File: config.mk
export PLATFORM = sky130hd
export DESIGN_NAME = validated_burst_moving_average
export DESIGN_NICKNAME = d
export VERILOG_FILES = /design/src/hdl/vbma_pkg.sv /design/src/hdl/validated_burst_moving_average.sv /design/src/hdl/vbma_serial_div.sv /design/src/hdl/vbma_burst_acc.sv /design/src/hdl/vbma_window.sv
export SDC_FILE = /design/constraint.sdc
export NUM_CORES = 1
export LEC_CHECK = 0
export BUFFER_PORTS_ARGS = -buffer_cell sky130_fd_sc_hd__buf_2
export CAP_MARGIN = 20
export CORE_MARGIN = 4
export CORE_UTILIZATION = 49
export CTS_CLUSTER_SIZE = 28
export DETAILED_ROUTE_END_ITERATION = 8
export PLACE_DENSITY = 0.66
export SKIP_LAST_GASP = 1
export SLEW_MARGIN = 20
export SYNTH_ARGS = -nofsm -noshare
export SYNTH_HDL_FRONTEND = slang
export SYNTH_SLANG_ARGS = --single-unit
export TNS_END_PERCENT = 50
File: constraint.sdc
create_clock -name clock -period 8 [get_ports clock]
set_clock_uncertainty 0.05 [all_clocks]
set_input_delay 0.4 -clock clock [delete_from_list [all_inputs] [get_ports clock]]
set_output_delay 0.4 -clock clock [all_outputs]
set_load 0.05 [all_outputs]
File: src/hdl/vbma_pkg.sv
package vbma_pkg;

   // Field and port widths.
   localparam int SAMPLE_W   = 12;
   localparam int TEMP_F_W   = 14;
   localparam int STATUS_W   = 2;
   localparam int NVALID_W   = 5;
   localparam int CSR_IDX_W  = 2;
   localparam int CSR_DATA_W = 12;

   // Burst and window sizes.
   localparam int SAMPLES_PER_READ = 4;
   localparam int WINDOW_LENGTH    = 5;

   localparam logic signed [SAMPLE_W-1:0] DISCONNECTED_CODE = -12'sd2032;
   localparam logic signed [SAMPLE_W-1:0] MIN_VALID_RESET   = -12'sd880;
   localparam logic signed [SAMPLE_W-1:0] MAX_VALID_RESET   = 12'sd2000;
   localparam logic signed [SAMPLE_W-1:0] HELD_RESET        = 12'sd400;
   localparam logic signed [TEMP_F_W-1:0] F_OFFSET          = 14'sd512;
   localparam int F_DIVISOR = 5;
   localparam int F_DIV_W   = $clog2(F_DIVISOR + 1);

   // Derived widths.
   localparam int POS_W   = $clog2(SAMPLES_PER_READ + 1);
   localparam int CNT_W   = $clog2(SAMPLES_PER_READ + 1);
   localparam int SUM_W   = SAMPLE_W + CNT_W;
   localparam int WIDX_W  = $clog2(WINDOW_LENGTH);
   localparam int WCNT_W  = $clog2(WINDOW_LENGTH + 1);
   localparam int WSUM_W  = SAMPLE_W + WCNT_W;
   localparam int FPROD_W = SAMPLE_W + 4;
   localparam int DIV_W0  = (SUM_W > WSUM_W) ? SUM_W : WSUM_W;
   localparam int DIV_W   = (DIV_W0 > FPROD_W) ? DIV_W0 : FPROD_W;
   localparam int DVS_W0  = (CNT_W > WCNT_W) ? CNT_W : WCNT_W;
   localparam int DVS_W   = (DVS_W0 > F_DIV_W) ? DVS_W0 : F_DIV_W;
   localparam int STEP_W  = $clog2(DIV_W + 1);

   // Result status codes.
   localparam logic [STATUS_W-1:0] STATUS_OK          = 2'd0;
   localparam logic [STATUS_W-1:0] STATUS_NO_SENSOR   = 2'd1;
   localparam logic [STATUS_W-1:0] STATUS_ALL_INVALID = 2'd2;

   // Register indexes.
   localparam logic [CSR_IDX_W-1:0] CSR_SENSOR_PRESENT = 2'd0;
   localparam logic [CSR_IDX_W-1:0] CSR_MIN_VALID      = 2'd1;
   localparam logic [CSR_IDX_W-1:0] CSR_MAX_VALID      = 2'd2;

   typedef struct packed {
      logic step;
      logic drop;
   } acc_ctl_type;

   typedef struct packed {
      logic                    last;
      logic signed [SUM_W-1:0] sum;
      logic [CNT_W-1:0]        count;
   } acc_stat_type;

   typedef struct packed {
      logic                       wr;
      logic signed [SAMPLE_W-1:0] value;
   } win_ctl_type;

   typedef struct packed {
      logic signed [WSUM_W-1:0] sum;
      logic [WCNT_W-1:0]        count;
   } win_stat_type;

   typedef struct packed {
      logic                    start;
      logic signed [DIV_W-1:0] dividend;
      logic [DVS_W-1:0]        divisor;
   } div_req_type;

   typedef struct packed {
      logic                    busy;
      logic                    done;
      logic signed [DIV_W-1:0] quotient;
   } div_stat_type;

   // Celsius times nine, by shift and add.
   function automatic logic signed [DIV_W-1:0] times_nine(input logic signed [SAMPLE_W-1:0] v);
      logic signed [DIV_W-1:0] x;
      x = DIV_W'(v);
      return (x <<< 3) + x;
   endfunction

endpackage

File: src/hdl/validated_burst_moving_average.sv
// Validated burst moving average for a temperature sensor.
// Requests arrive on req_valid/req_stall, one raw sample each with its filtered flag. Every
// SAMPLES_PER_READ requests form a read; only the request that closes a read (or any request
// while sensor_present is clear) gives a result on rsp_valid/rsp_stall, with Celsius and
// Fahrenheit in 1/16 degree, a status code and the count of accepted samples.
// A request that does not close a read only updates the burst and raises no stall. Other
// requests run the shared bit-serial divider: one division for the burst average, one more
// for the window average when filtered, and one for the Fahrenheit scaling; a request that
// reports the held value runs only the Fahrenheit scaling. req_stall stays high until the
// result is loaded into the output register.
// The result sits in an output register, so requests keep being taken while it waits.
// If the receiver stalls and a second result is ready, the block holds it and stalls
// requests until the output register frees up.
// Synchronous reset clears the burst, empties the window, sets the held value to 25.0 C and
// restores the registers to sensor absent and the range -55 C to 125 C. Registers must be
// written through csr_write/csr_index/csr_data while idle; the block does not enforce it.
module validated_burst_moving_average (
   input  logic                                    clock,
   input  logic                                    reset,
   input  logic                                    req_valid,
   output logic                                    req_stall,
   input  logic signed [vbma_pkg::SAMPLE_W-1:0]    req_sample,
   input  logic                                    req_filtered,
   output logic                                    rsp_valid,
   input  logic                                    rsp_stall,
   output logic signed [vbma_pkg::SAMPLE_W-1:0]    rsp_temp_c,
   output logic signed [vbma_pkg::TEMP_F_W-1:0]    rsp_temp_f,
   output logic [vbma_pkg::STATUS_W-1:0]           rsp_status,
   output logic [vbma_pkg::NVALID_W-1:0]           rsp_valid_samples,
   input  logic                                    csr_write,
   input  logic [vbma_pkg::CSR_IDX_W-1:0]          csr_index,
   input  logic [vbma_pkg::CSR_DATA_W-1:0]         csr_data
);

   typedef enum logic [2:0] {
      ST_IDLE,
      ST_DIV_AVG,
      ST_DIV_WIN,
      ST_DIV_F,
      ST_OUT_WAIT
   } state_type;

   state_type                            state_ff, state_in;

   // Configuration registers.
   logic                                 sensor_present_ff;
   logic signed [vbma_pkg::SAMPLE_W-1:0] min_valid_ff;
   logic signed [vbma_pkg::SAMPLE_W-1:0] max_valid_ff;

   // Working registers for the result being computed.
   logic signed [vbma_pkg::SAMPLE_W-1:0] held_ff, held_in;
   logic signed [vbma_pkg::SAMPLE_W-1:0] res_c_ff, res_c_in;
   logic signed [vbma_pkg::TEMP_F_W-1:0] res_f_ff, res_f_in;
   logic [vbma_pkg::STATUS_W-1:0]        res_status_ff, res_status_in;
   logic [vbma_pkg::CNT_W-1:0]           res_nvalid_ff, res_nvalid_in;
   logic                                 filt_ff, filt_in;

   // Output register.
   logic                                 rsp_valid_ff, rsp_valid_in;
   logic signed [vbma_pkg::SAMPLE_W-1:0] rsp_temp_c_ff, rsp_temp_c_in;
   logic signed [vbma_pkg::TEMP_F_W-1:0] rsp_temp_f_ff, rsp_temp_f_in;
   logic [vbma_pkg::STATUS_W-1:0]        rsp_status_ff, rsp_status_in;
   logic [vbma_pkg::NVALID_W-1:0]        rsp_nvalid_ff, rsp_nvalid_in;

   logic                                 req_accept;
   logic signed [vbma_pkg::SAMPLE_W-1:0] quo_c;

   vbma_pkg::acc_ctl_type                acc_ctl;
   vbma_pkg::acc_stat_type               acc_stat;
   vbma_pkg::win_ctl_type                win_ctl;
   vbma_pkg::win_stat_type               win_stat;
   vbma_pkg::div_req_type                div_req;
   vbma_pkg::div_stat_type               div_stat;

   vbma_burst_acc u_acc (
      .clock     (clock),
      .reset     (reset),
      .ctl       (acc_ctl),
      .sample    (req_sample),
      .min_valid (min_valid_ff),
      .max_valid (max_valid_ff),
      .stat      (acc_stat)
   );

   vbma_window u_win (
      .clock (clock),
      .reset (reset),
      .ctl   (win_ctl),
      .stat  (win_stat)
   );

   vbma_serial_div u_div (
      .clock (clock),
      .reset (reset),
      .req   (div_req),
      .stat  (div_stat)
   );

   // The block only takes requests between results.
   assign req_stall  = (state_ff != ST_IDLE);
   assign req_accept = req_valid && !req_stall;
   assign quo_c      = vbma_pkg::SAMPLE_W'(div_stat.quotient);

   always_ff @(posedge clock) begin
      if (reset) begin
         sensor_present_ff <= 1'b0;
         min_valid_ff      <= vbma_pkg::MIN_VALID_RESET;
         max_valid_ff      <= vbma_pkg::MAX_VALID_RESET;
      end else if (csr_write) begin
         unique case (csr_index)
            vbma_pkg::CSR_SENSOR_PRESENT: sensor_present_ff <= csr_data[0];
            vbma_pkg::CSR_MIN_VALID:      min_valid_ff      <= signed'(csr_data);
            vbma_pkg::CSR_MAX_VALID:      max_valid_ff      <= signed'(csr_data);
            default: ;
         endcase
      end
   end

   always_comb begin
      state_in      = state_ff;
      held_in       = held_ff;
      res_c_in      = res_c_ff;
      res_f_in      = res_f_ff;
      res_status_in = res_status_ff;
      res_nvalid_in = res_nvalid_ff;
      filt_in       = filt_ff;

      // The output register empties when the receiver takes the result.
      rsp_valid_in  = rsp_valid_ff && rsp_stall;
      rsp_temp_c_in = rsp_temp_c_ff;
      rsp_temp_f_in = rsp_temp_f_ff;
      rsp_status_in = rsp_status_ff;
      rsp_nvalid_in = rsp_nvalid_ff;

      acc_ctl.step     = 1'b0;
      acc_ctl.drop     = 1'b0;
      win_ctl.wr       = 1'b0;
      win_ctl.value    = quo_c;
      div_req.start    = 1'b0;
      div_req.dividend = vbma_pkg::times_nine(held_ff);
      div_req.divisor  = vbma_pkg::DVS_W'(vbma_pkg::F_DIVISOR);

      unique case (state_ff)
         ST_IDLE: begin
            if (req_accept) begin
               if (!sensor_present_ff) begin
                  // No sensor: discard the partial read and report the held value.
                  acc_ctl.drop  = 1'b1;
                  res_c_in      = held_ff;
                  res_status_in = vbma_pkg::STATUS_NO_SENSOR;
                  res_nvalid_in = '0;
                  div_req.start = 1'b1;
                  state_in      = ST_DIV_F;
               end else begin
                  acc_ctl.step = 1'b1;
                  if (acc_stat.last) begin
                     if (acc_stat.count == '0) begin
                        // Every sample of the read was rejected.
                        res_c_in      = held_ff;
                        res_status_in = vbma_pkg::STATUS_ALL_INVALID;
                        res_nvalid_in = '0;
                        div_req.start = 1'b1;
                        state_in      = ST_DIV_F;
                     end else begin
                        res_status_in    = vbma_pkg::STATUS_OK;
                        res_nvalid_in    = acc_stat.count;
                        filt_in          = req_filtered;
                        div_req.start    = 1'b1;
                        div_req.dividend = vbma_pkg::DIV_W'(acc_stat.sum);
                        div_req.divisor  = vbma_pkg::DVS_W'(acc_stat.count);
                        state_in         = ST_DIV_AVG;
                     end
                  end
               end
            end
         end
         ST_DIV_AVG: begin
            if (div_stat.done) begin
               div_req.start = 1'b1;
               if (filt_ff) begin
                  // Push the burst average into the window and average the window.
                  win_ctl.wr       = 1'b1;
                  div_req.dividend = vbma_pkg::DIV_W'(win_stat.sum);
                  div_req.divisor  = vbma_pkg::DVS_W'(win_stat.count);
                  state_in         = ST_DIV_WIN;
               end else begin
                  res_c_in         = quo_c;
                  held_in          = quo_c;
                  div_req.dividend = vbma_pkg::times_nine(quo_c);
                  state_in         = ST_DIV_F;
               end
            end
         end
         ST_DIV_WIN: begin
            if (div_stat.done) begin
               res_c_in         = quo_c;
               held_in          = quo_c;
               div_req.start    = 1'b1;
               div_req.dividend = vbma_pkg::times_nine(quo_c);
               state_in         = ST_DIV_F;
            end
         end
         ST_DIV_F: begin
            if (div_stat.done) begin
               res_f_in = vbma_pkg::TEMP_F_W'(div_stat.quotient) + vbma_pkg::F_OFFSET;
               state_in = ST_OUT_WAIT;
            end
         end
         ST_OUT_WAIT: begin
            if (!rsp_valid_ff || !rsp_stall) begin
               rsp_valid_in  = 1'b1;
               rsp_temp_c_in = res_c_ff;
               rsp_temp_f_in = res_f_ff;
               rsp_status_in = res_status_ff;
               rsp_nvalid_in = vbma_pkg::NVALID_W'(res_nvalid_ff);
               state_in      = ST_IDLE;
            end
         end
         default: state_in = ST_IDLE;
      endcase
   end

   always_ff @(posedge clock) begin
      if (reset) begin
         state_ff     <= ST_IDLE;
         held_ff      <= vbma_pkg::HELD_RESET;
         rsp_valid_ff <= 1'b0;
      end else begin
         state_ff     <= state_in;
         held_ff      <= held_in;
         rsp_valid_ff <= rsp_valid_in;
      end
      res_c_ff      <= res_c_in;
      res_f_ff      <= res_f_in;
      res_status_ff <= res_status_in;
      res_nvalid_ff <= res_nvalid_in;
      filt_ff       <= filt_in;
      rsp_temp_c_ff <= rsp_temp_c_in;
      rsp_temp_f_ff <= rsp_temp_f_in;
      rsp_status_ff <= rsp_status_in;
      rsp_nvalid_ff <= rsp_nvalid_in;
   end

   assign rsp_valid         = rsp_valid_ff;
   assign rsp_temp_c        = rsp_temp_c_ff;
   assign rsp_temp_f        = rsp_temp_f_ff;
   assign rsp_status        = rsp_status_ff;
   assign rsp_valid_samples = rsp_nvalid_ff;

   // While the divider works, no request may be taken.
   a_busy_stalls: assert property (@(posedge clock) disable iff (reset)
      div_stat.busy |-> req_stall)
      else $error("request taken while the divider is busy");

   // A division only finishes while the controller waits for one.
   a_done_in_div: assert property (@(posedge clock) disable iff (reset)
      div_stat.done |-> (state_ff == ST_DIV_AVG || state_ff == ST_DIV_WIN
                         || state_ff == ST_DIV_F))
      else $error("divider finished outside a division state");

   // A good result counts at least one sample; a held result counts none.
   a_status_count: assert property (@(posedge clock) disable iff (reset)
      rsp_valid |-> ((rsp_status == vbma_pkg::STATUS_OK) == (rsp_valid_samples != '0)))
      else $error("status and accepted sample count disagree");

endmodule

File: src/hdl/vbma_serial_div.sv
// Signed by unsigned restoring divider, one quotient bit per cycle, truncating toward zero.
module vbma_serial_div (
   input  logic                   clock,
   input  logic                   reset,
   input  vbma_pkg::div_req_type  req,
   output vbma_pkg::div_stat_type stat
);

   logic [vbma_pkg::STEP_W-1:0]  count_ff, count_in;
   logic                         done_ff, done_in;
   logic                         neg_ff, neg_in;
   logic [vbma_pkg::DIV_W-1:0]   quo_ff, quo_in;
   logic [vbma_pkg::DVS_W-1:0]   rem_ff, rem_in;
   logic [vbma_pkg::DVS_W-1:0]   dvs_ff, dvs_in;
   logic [vbma_pkg::DIV_W-1:0]   mag;
   logic [vbma_pkg::DVS_W:0]     trial;
   logic                         ge;

   always_comb begin
      mag   = req.dividend[vbma_pkg::DIV_W-1] ? (~req.dividend + 1'b1) : req.dividend;
      trial = {rem_ff, quo_ff[vbma_pkg::DIV_W-1]};
      ge    = (trial >= {1'b0, dvs_ff});

      count_in = count_ff;
      done_in  = 1'b0;
      neg_in   = neg_ff;
      quo_in   = quo_ff;
      rem_in   = rem_ff;
      dvs_in   = dvs_ff;

      if (req.start) begin
         count_in = vbma_pkg::STEP_W'(vbma_pkg::DIV_W);
         neg_in   = req.dividend[vbma_pkg::DIV_W-1];
         quo_in   = mag;
         rem_in   = '0;
         dvs_in   = req.divisor;
      end else if (count_ff != '0) begin
         count_in = count_ff - 1'b1;
         done_in  = (count_ff == vbma_pkg::STEP_W'(1));
         rem_in   = ge ? vbma_pkg::DVS_W'(trial - {1'b0, dvs_ff})
                       : vbma_pkg::DVS_W'(trial);
         quo_in   = {quo_ff[vbma_pkg::DIV_W-2:0], ge};
      end
   end

   always_ff @(posedge clock) begin
      if (reset) begin
         count_ff <= '0;
         done_ff  <= 1'b0;
      end else begin
         count_ff <= count_in;
         done_ff  <= done_in;
      end
      neg_ff <= neg_in;
      quo_ff <= quo_in;
      rem_ff <= rem_in;
      dvs_ff <= dvs_in;
   end

   assign stat.busy     = (count_ff != '0);
   assign stat.done     = done_ff;
   assign stat.quotient = neg_ff ? -signed'(quo_ff) : signed'(quo_ff);

endmodule

File: src/hdl/vbma_burst_acc.sv
// Sample validation and per-burst sum and count.
module vbma_burst_acc (
   input  logic                                  clock,
   input  logic                                  reset,
   input  vbma_pkg::acc_ctl_type                 ctl,
   input  logic signed [vbma_pkg::SAMPLE_W-1:0]  sample,
   input  logic signed [vbma_pkg::SAMPLE_W-1:0]  min_valid,
   input  logic signed [vbma_pkg::SAMPLE_W-1:0]  max_valid,
   output vbma_pkg::acc_stat_type                stat
);

   logic [vbma_pkg::POS_W-1:0]        pos_ff, pos_in;
   logic [vbma_pkg::CNT_W-1:0]        count_ff, count_in;
   logic signed [vbma_pkg::SUM_W-1:0] sum_ff, sum_in;
   logic                              ok;

   always_comb begin
      ok = (sample != vbma_pkg::DISCONNECTED_CODE) && (sample >= min_valid)
           && (sample <= max_valid);
      stat.last  = (pos_ff == vbma_pkg::POS_W'(vbma_pkg::SAMPLES_PER_READ - 1));
      stat.sum   = ok ? sum_ff + vbma_pkg::SUM_W'(sample) : sum_ff;
      stat.count = count_ff + vbma_pkg::CNT_W'(ok);

      pos_in   = pos_ff;
      count_in = count_ff;
      sum_in   = sum_ff;
      if (ctl.drop || (ctl.step && stat.last)) begin
         pos_in   = '0;
         count_in = '0;
         sum_in   = '0;
      end else if (ctl.step) begin
         pos_in   = pos_ff + 1'b1;
         count_in = stat.count;
         sum_in   = stat.sum;
      end
   end

   always_ff @(posedge clock) begin
      if (reset) begin
         pos_ff   <= '0;
         count_ff <= '0;
         sum_ff   <= '0;
      end else begin
         pos_ff   <= pos_in;
         count_ff <= count_in;
         sum_ff   <= sum_in;
      end
   end

endmodule

File: src/hdl/vbma_window.sv
// Moving-average window with a running sum; the entry being replaced is subtracted once full.
module vbma_window (
   input  logic                   clock,
   input  logic                   reset,
   input  vbma_pkg::win_ctl_type  ctl,
   output vbma_pkg::win_stat_type stat
);

   logic signed [vbma_pkg::SAMPLE_W-1:0] store_ff [vbma_pkg::WINDOW_LENGTH];
   logic [vbma_pkg::WIDX_W-1:0]          idx_ff, idx_in;
   logic                                 full_ff, full_in;
   logic signed [vbma_pkg::WSUM_W-1:0]   wsum_ff, wsum_in;
   logic signed [vbma_pkg::WSUM_W-1:0]   old;
   logic                                 wrap;

   always_comb begin
      wrap    = (idx_ff == vbma_pkg::WIDX_W'(vbma_pkg::WINDOW_LENGTH - 1));
      old     = full_ff ? vbma_pkg::WSUM_W'(store_ff[idx_ff]) : '0;
      idx_in  = wrap ? '0 : idx_ff + 1'b1;
      full_in = full_ff | wrap;
      wsum_in = wsum_ff + vbma_pkg::WSUM_W'(ctl.value) - old;
      stat.sum   = wsum_in;
      stat.count = full_in ? vbma_pkg::WCNT_W'(vbma_pkg::WINDOW_LENGTH)
                           : vbma_pkg::WCNT_W'(idx_in);
   end

   always_ff @(posedge clock) begin
      if (reset) begin
         idx_ff  <= '0;
         full_ff <= 1'b0;
         wsum_ff <= '0;
      end else if (ctl.wr) begin
         idx_ff  <= idx_in;
         full_ff <= full_in;
         wsum_ff <= wsum_in;
      end
      if (ctl.wr) begin
         store_ff[idx_ff] <= ctl.value;
      end
   end

endmodule
== Yosys cells after proc, flatten, opt, wreduce, memory -nomap -nowiden ==
Memory sizes are Yosys's and may differ from the RTL's. A register that Yosys moved wholly into a read port is not among the register bits.
Index checks and enable logic that the tools add are counted.
Storage, ports and cells
  bits in writable memories: 60
  logic and storage cells: 157
  input bits: 32
  bits in registers: 173
  memories kept: 1
  output and inout port bits: 35
Memory list
  u_win.store_ff: depth 5, bits a word 12, rd ports 1, clocked after Yosys merged registers in 1, write ports 1, RTL line vbma_window.sv:9  | logic signed [vbma_pkg::SAMPLE_W-1:0] store_ff [vbma_pkg::WINDOW_LENGTH];
Cells by class
  muxes and demuxes: 58
  add/subtract/negate cells: 13
  eq/ne operators: 19
  bitwise gates (word level): 4
  reductions and logical operators: 31
  magnitude comparators: 3
Operator list (count)
  2-to-1 mux 12 bit: 7
  2-to-1 mux 16 bit: 4
  2-to-1 mux 20 bit: 3
  one-hot mux 17 bit (3 select lines): 1
  2-to-1 mux 3 bit: 15
  2-to-1 mux 19 bit: 2
  one-hot mux 12 bit (3 select lines): 1
  adder 15 x 12 -> 16 bit: 2
  adder 15 x 12 -> 15 bit: 2
  2-to-1 mux 15 bit: 2
  one-hot mux 12 bit (2 select lines): 1
  2-to-1 mux 17 bit: 1
  adder 16 x 1 -> 16 bit, second input constant: 1
  inverter 16 bit: 1
  one-hot mux 3 bit (5 select lines): 1
  subtractor 15 bit: 1
  adder 14 x 11 -> 14 bit, second input constant: 1
  2-to-1 mux 14 bit: 1
  negator 14 bit: 1
  >= comparator 12 bit: 1
  <= comparator 12 bit: 1
  inequality test 12 bit, second input constant: 1
  2-to-1 mux 1 bit: 11
  2-to-1 mux 2 bit: 5
  other kinds (34): 61

== Logic depth before layout (Yosys ltp) ==
  depth in word-level cells: 14
  mapped depth: 24

== By module ==
Synthesis repeated with hierarchy kept, for this count alone.
Unflattened totals
  cells, all modules: 1389
  area, all modules: 14148.6 um^2
Modules (own cells, without submodules)
  validated_burst_moving_average: instances 1, area an instance 5355.1 um^2, cells each 524, seq. area each 2712.6 um^2
  vbma_window: instances 1, area an instance 4436.8 um^2, cells each 377, seq. area each 2242.2 um^2
  vbma_burst_acc: instances 1, area an instance 2383.5 um^2, cells each 277, seq. area each 420.4 um^2
  vbma_serial_div: instances 1, area an instance 1973.1 um^2, cells each 211, seq. area each 780.7 um^2

== Worst setup path after synthesis ==
Ideal clock, no wire load.
  path type: reg2reg
  start point: register with a tool-made name
  end point: register u_div.quo_ff[14] (netlist bit) (data pin)
  cell stages (with the launch flop): 21
  clock period less this slack: 5.085 ns
  setup slack: 2.915 ns
  setup time: 0.266 ns
  buffers on the path: 2
  arrival: 4.769 ns
  path through: dfxtp_1 > buf_1 > mux4_2 > mux2i_1 > nor2b_1 > fa_1 > inv_1 > ha_1 > nor2b_1 > o31a_1 > o221a_2 > o221ai_1 > o21bai_1 > a21oi_1 > xnor2_1 > o2111a_1 > inv_2 > clkbuf_1 > o41ai_2 > xnor2_1 > o21ai_1
RTL lines
  end signal, assigned: RTL line vbma_serial_div.sv:55  | quo_ff <= quo_in;
  end, declared: RTL line vbma_serial_div.sv:12  | logic [vbma_pkg::DIV_W-1:0] quo_ff, quo_in;

== Worst setup path after layout ==
  start point: register max_valid_ff[11] (netlist bit)
  end point: register u_div.quo_ff[13] (netlist bit) (data pin)
On the way
  cells in the longest elaborated chain, start to end: 13
  elaborated cells between the ends (all ways): 14
  those cells by class: add/sub: 2; order compare: 1; mux: 8; bitwise: 1; reduce/logical: 2
RTL lines
  start, declared: RTL line validated_burst_moving_average.sv:48  | logic signed [vbma_pkg::SAMPLE_W-1:0] max_valid_ff;
  start signal, assigned: RTL line validated_burst_moving_average.sv:108  | max_valid_ff <= vbma_pkg::MAX_VALID_RESET;
  start signal, assigned: RTL line validated_burst_moving_average.sv:113  | vbma_pkg::CSR_MAX_VALID: max_valid_ff <= signed'(csr_data);
  <= comparator 12 bit *: RTL line vbma_burst_acc.sv:19  | && (sample <= max_valid);
  logical AND 1 bit *: RTL line vbma_burst_acc.sv:19
  adder 3 x 1 -> 3 bit: RTL line vbma_burst_acc.sv:22  | stat.count = count_ff + vbma_pkg::CNT_W'(ok);
  zero test 3 bit: RTL line validated_burst_moving_average.sv:157  | if (acc_stat.count == '0) begin
  2-to-1 mux 19 bit *: RTL line validated_burst_moving_average.sv:157
  2-to-1 mux 20 bit *: RTL line validated_burst_moving_average.sv:156  | if (acc_stat.last) begin
  2-to-1 mux 19 bit *: RTL line validated_burst_moving_average.sv:146  | if (!sensor_present_ff) begin
  2-to-1 mux 20 bit *: RTL line validated_burst_moving_average.sv:145  | if (req_accept) begin
  one-hot mux 17 bit (3 select lines) *: RTL line validated_burst_moving_average.sv:143  | unique case (state_ff)
  inverter 16 bit: RTL line vbma_serial_div.sv:20  | mag = req.dividend[vbma_pkg::DIV_W-1] ? (~req.dividend + 1'b1) : req.dividend;
  adder 16 x 1 -> 16 bit: RTL line vbma_serial_div.sv:20
  2-to-1 mux 16 bit *: RTL line vbma_serial_div.sv:20
  2-to-1 mux 16 bit *: RTL line vbma_serial_div.sv:31  | if (req.start) begin
  named net u_div.quo_in, one bit: RTL line vbma_serial_div.sv:12
The timed path passes the listed nets; every way through them passes the cells marked *.
A chain may end at the register's enable or synchronous reset.

==> key figures <==
Worst setup path
  • Startpoint types: register
  • Critical path launch point: max_valid_ff[11]$_SDFFE_PP0P_
  • Crit path max fanout: 15
  • CP Class: reg -> reg
  • Worst r2r src: max_valid_ff[11]$_SDFFE_PP0P_
  • Data arrival time of the worst path: 6.14 ns
  • Setup crit end kind: register
  • CP required: approximately 8.2 ns

Synth
  • Number of synthesized flops with an enable pin: ~140
  • Ys async rst share: 0
  • Register area share after synthesis: 0.448
  • FF+latch count, synth: between 200 and 250
  • Yosys warnings: 0
  • Mapped Cells: ~1400
  • Synth Flop Type: edfxtp_1
  • Mapped Area: about 0.014 sq mm
  • Synthesized area per cell: 9.94 sq um
  • Distinct cells, synth: 88

Floorplan
  • Die footprint: a little over 0.03 sq mm
  • Boundary Pins: 67
  • Die Y: between 150 and 200 um
  • Row count: 61
  • Die X: 175 um
  • Initial Util: 0.496
  • Core area: 0.0277 sq mm

Detailed routing
  • Metal2 WL: ~16000 um
  • Via density: about 5.7
  • Drt wl/cell: 18.4 um
  • Routed Antenna Nets: 0
  • Top routing layer in use: met4
  • TritonRoute pass-1 iters: 5
  • Routed WL: 33700 um
  • Vias: 10474
  • WL met3: around 1900 um
  • Starting DRC count in detailed routing: 848
  • M1 WL: around 16000 um
  • DRC errors left: 0

Timing
  • Final min period: about 5.9 ns
  • Fmax: 169 MHz
  • Final hold violation count: 0
  • Endpoints failing setup: 0
  • RSZ-0062 raised after global routing: false
  • Rel. slew slack: 0.300
  • Setup TNS: 0 ns
  • Worst Setup Slack, final: roughly 2.1 ns
  • Final worst path period share: 0.739
  • Worst-margin pin slew: between 1 and 1.5 ns
  • Slew Viols, Final: 0

Layout
  • Nets: 1572
  • Share of cells above drive strength 1: 0.116
  • Commonest non-fill, non-tap cells in the layout: nand2_1 (162), edfxtp_1 (143), nor2_1 (115)
  • Antenna cells: 0
  • Commonest non-fill, non-tap cell in the layout: nand2_1
  • Area delta synth->final: 11.9%

Clocking
  • Reg clk slew, reported paths: approximately 0.070 ns
  • CTS max path bufs: 3
  • Htree depth: 1
  • CTS resizes: 0
  • Worst skew pair latency: 0.53 ns
  • Root Buffer: clkbuf_16
  • Setup bufs post-CTS: 0
  • Sink Count: 236
  • Num CTS Buffers: 24
  • CTS tree: built
  • Hold-fix buffers at CTS: 0

Placement
  • Pre-CTS setup slack: 1.95 ns
  • Routability congestion estimate: between 0.9 and 1
  • I/O Buffers: 64
  • DP HPWL: 25300 um

Pwr
  • Worst IR drop on VDD: about 0.18 mV
  • Pwr per Cell Area: between 300 and 400 mW/mm^2
  • P_leak: between 5 and 6 nW

Global route
  • Largest net degree at the start of global routing: between 60 and 70
  • Congestion Overflow GR: 0
  • Global-route wire length before repair: between 50000 and 60000 um
  • Antenna violations before repair: 0
  • Number of global-route vias before repair: around 10000
  • Tot GR Track Use: 0.215

Worst hold path
  • HP Class: in -> reg
  • Hold path startpoint: csr_data[4]

Flow run
  • Max_cap viols: 0

Run status
  • Status: completed
[cells by family after synthesis]
logic type | after synthesis | share of synthesized area
multiplexers | 39 | 0.0398
adder cells (fa/ha/maj) | 109 | 0.108
AO/OA/AOI/OAI | 348 | 0.168
other | 1 | 0.000273
flip-flops | 236 | 0.448
XOR/XNOR | 76 | 0.0495
buffers and inverters | 152 | 0.0430
AND/OR/NAND/NOR | 420 | 0.143
[metal layers]
| metal | vias to the layer above | GRT usage |
|---|---|---|
| met2 | 312 | 0.356 |
| met5 | - | 0 |
| met1 | 5004 | 0.307 |
| met3 | 40 | 0.0248 |
| li1 | 5118 | - |
| met4 | 0 | 0.0458 |
[critical path, cell delays in order, from the launching register on]
cell	delay, ns
dfxtp_1	0.32
inv_1	0.05
ha_1	0.34
nand4_1	0.15
o2111ai_1	0.12
a2111oi_0	0.49
o221ai_2	0.31
inv_2	0.38
ha_1	0.22
ha_1	0.17
xnor2_1	0.11
nand2_1	0.21
nand3_1	0.47
a221o_1	0.64
a22oi_1	0.19
o21ai_0	0.13
nor3b_1	0.43
nand4_1	0.26
o31ai_1	0.34
xor2_1	0.17
o21ai_1	0.08
[power by group]
| part | switching, mW | internal [mW] |
|---|---|---|
| clock | 0.490 | 0.767 |
| sequential | 0.104 | 1.49 |
| combinational | 1.50 | 0.848 |
| total | 2.10 | 3.11 |
[final timing paths]
path	end	slack (ns)	cells after the start
max	u_div.quo_ff[13]$_DFFE_PP_	2.09	20
min	min_valid_ff[4]$_SDFFE_PP1P_	0.04	2
max reg2reg	u_div.quo_ff[13]$_DFFE_PP_	2.09	20
min reg2reg	rsp_temp_c[0]$_DFFE_PP_	0.37	0
[stage by stage]
step / hold slack (ns) / instance area [sq um] / total power [mW] / instances / utilization
detailed placement: 0.355 / 14500 / 3.94 / 1784 / 0.522
CTS: 0.0291 / 15300 / 5.21 / 1828 / 0.554
global placement: 0.352 / 14500 / 3.91 / 1784 / 0.522
floorplan: 0.350 / 13700 / 3.28 / 1382 / -
finish: 0.0389 / 15400 / 5.21 / 1829 / 0.555
global route: 0.0398 / 15400 / 5.53 / 1829 / 0.555
[cells in the mapped netlist (10+ instances only)]
cell type / n / area [sq um]
a21oi_1: 114 / 571
nand3_1: 23 / 115
nand2_1: 162 / 608
nor4_1: 11 / 68.8
nor2b_1: 15 / 93.8
xnor2_1: 40 / 350
a21o_1: 17 / 128
o21ai_1: 17 / 85.1
edfxtp_1: 143 / 4290
mux4_2: 12 / 270
fa_1: 17 / 340
clkbuf_1: 47 / 176
a211o_1: 17 / 149
a211oi_1: 27 / 203
ha_1: 90 / 1130
mux2i_1: 22 / 220
nor3_1: 22 / 110
o21ai_0: 45 / 225
xor2_1: 35 / 307
nand2b_1: 10 / 62.6
nor2_1: 116 / 435
dfxtp_1: 93 / 1860
inv_1: 91 / 342
o211ai_1: 14 / 105
[cell type report]
| cell class | instances | area, sq um |
|---|---|---|
| timing repair buffer | 79 | 453 |
| tap | 378 | 473 |
| clock buffer | 26 | 629 |
| sequential | 236 | 6160 |
| multi-input combinational | 994 | 7030 |
| clock inverter | 18 | 258 |
| fill | 2497 | 12300 |
| inverter | 98 | 368 |
[flip-flops by register name (all words and copies together), names as in the netlist, 14 cells and up, named ones only]
register and cells:
u_div.quo_ff 16, u_win.store_ff 60, rsp_temp_f 14, u_acc.sum_ff 15, u_win.wsum_ff 15, res_f_ff 14
No activity file was read; power rests on OpenSTA's default activity.
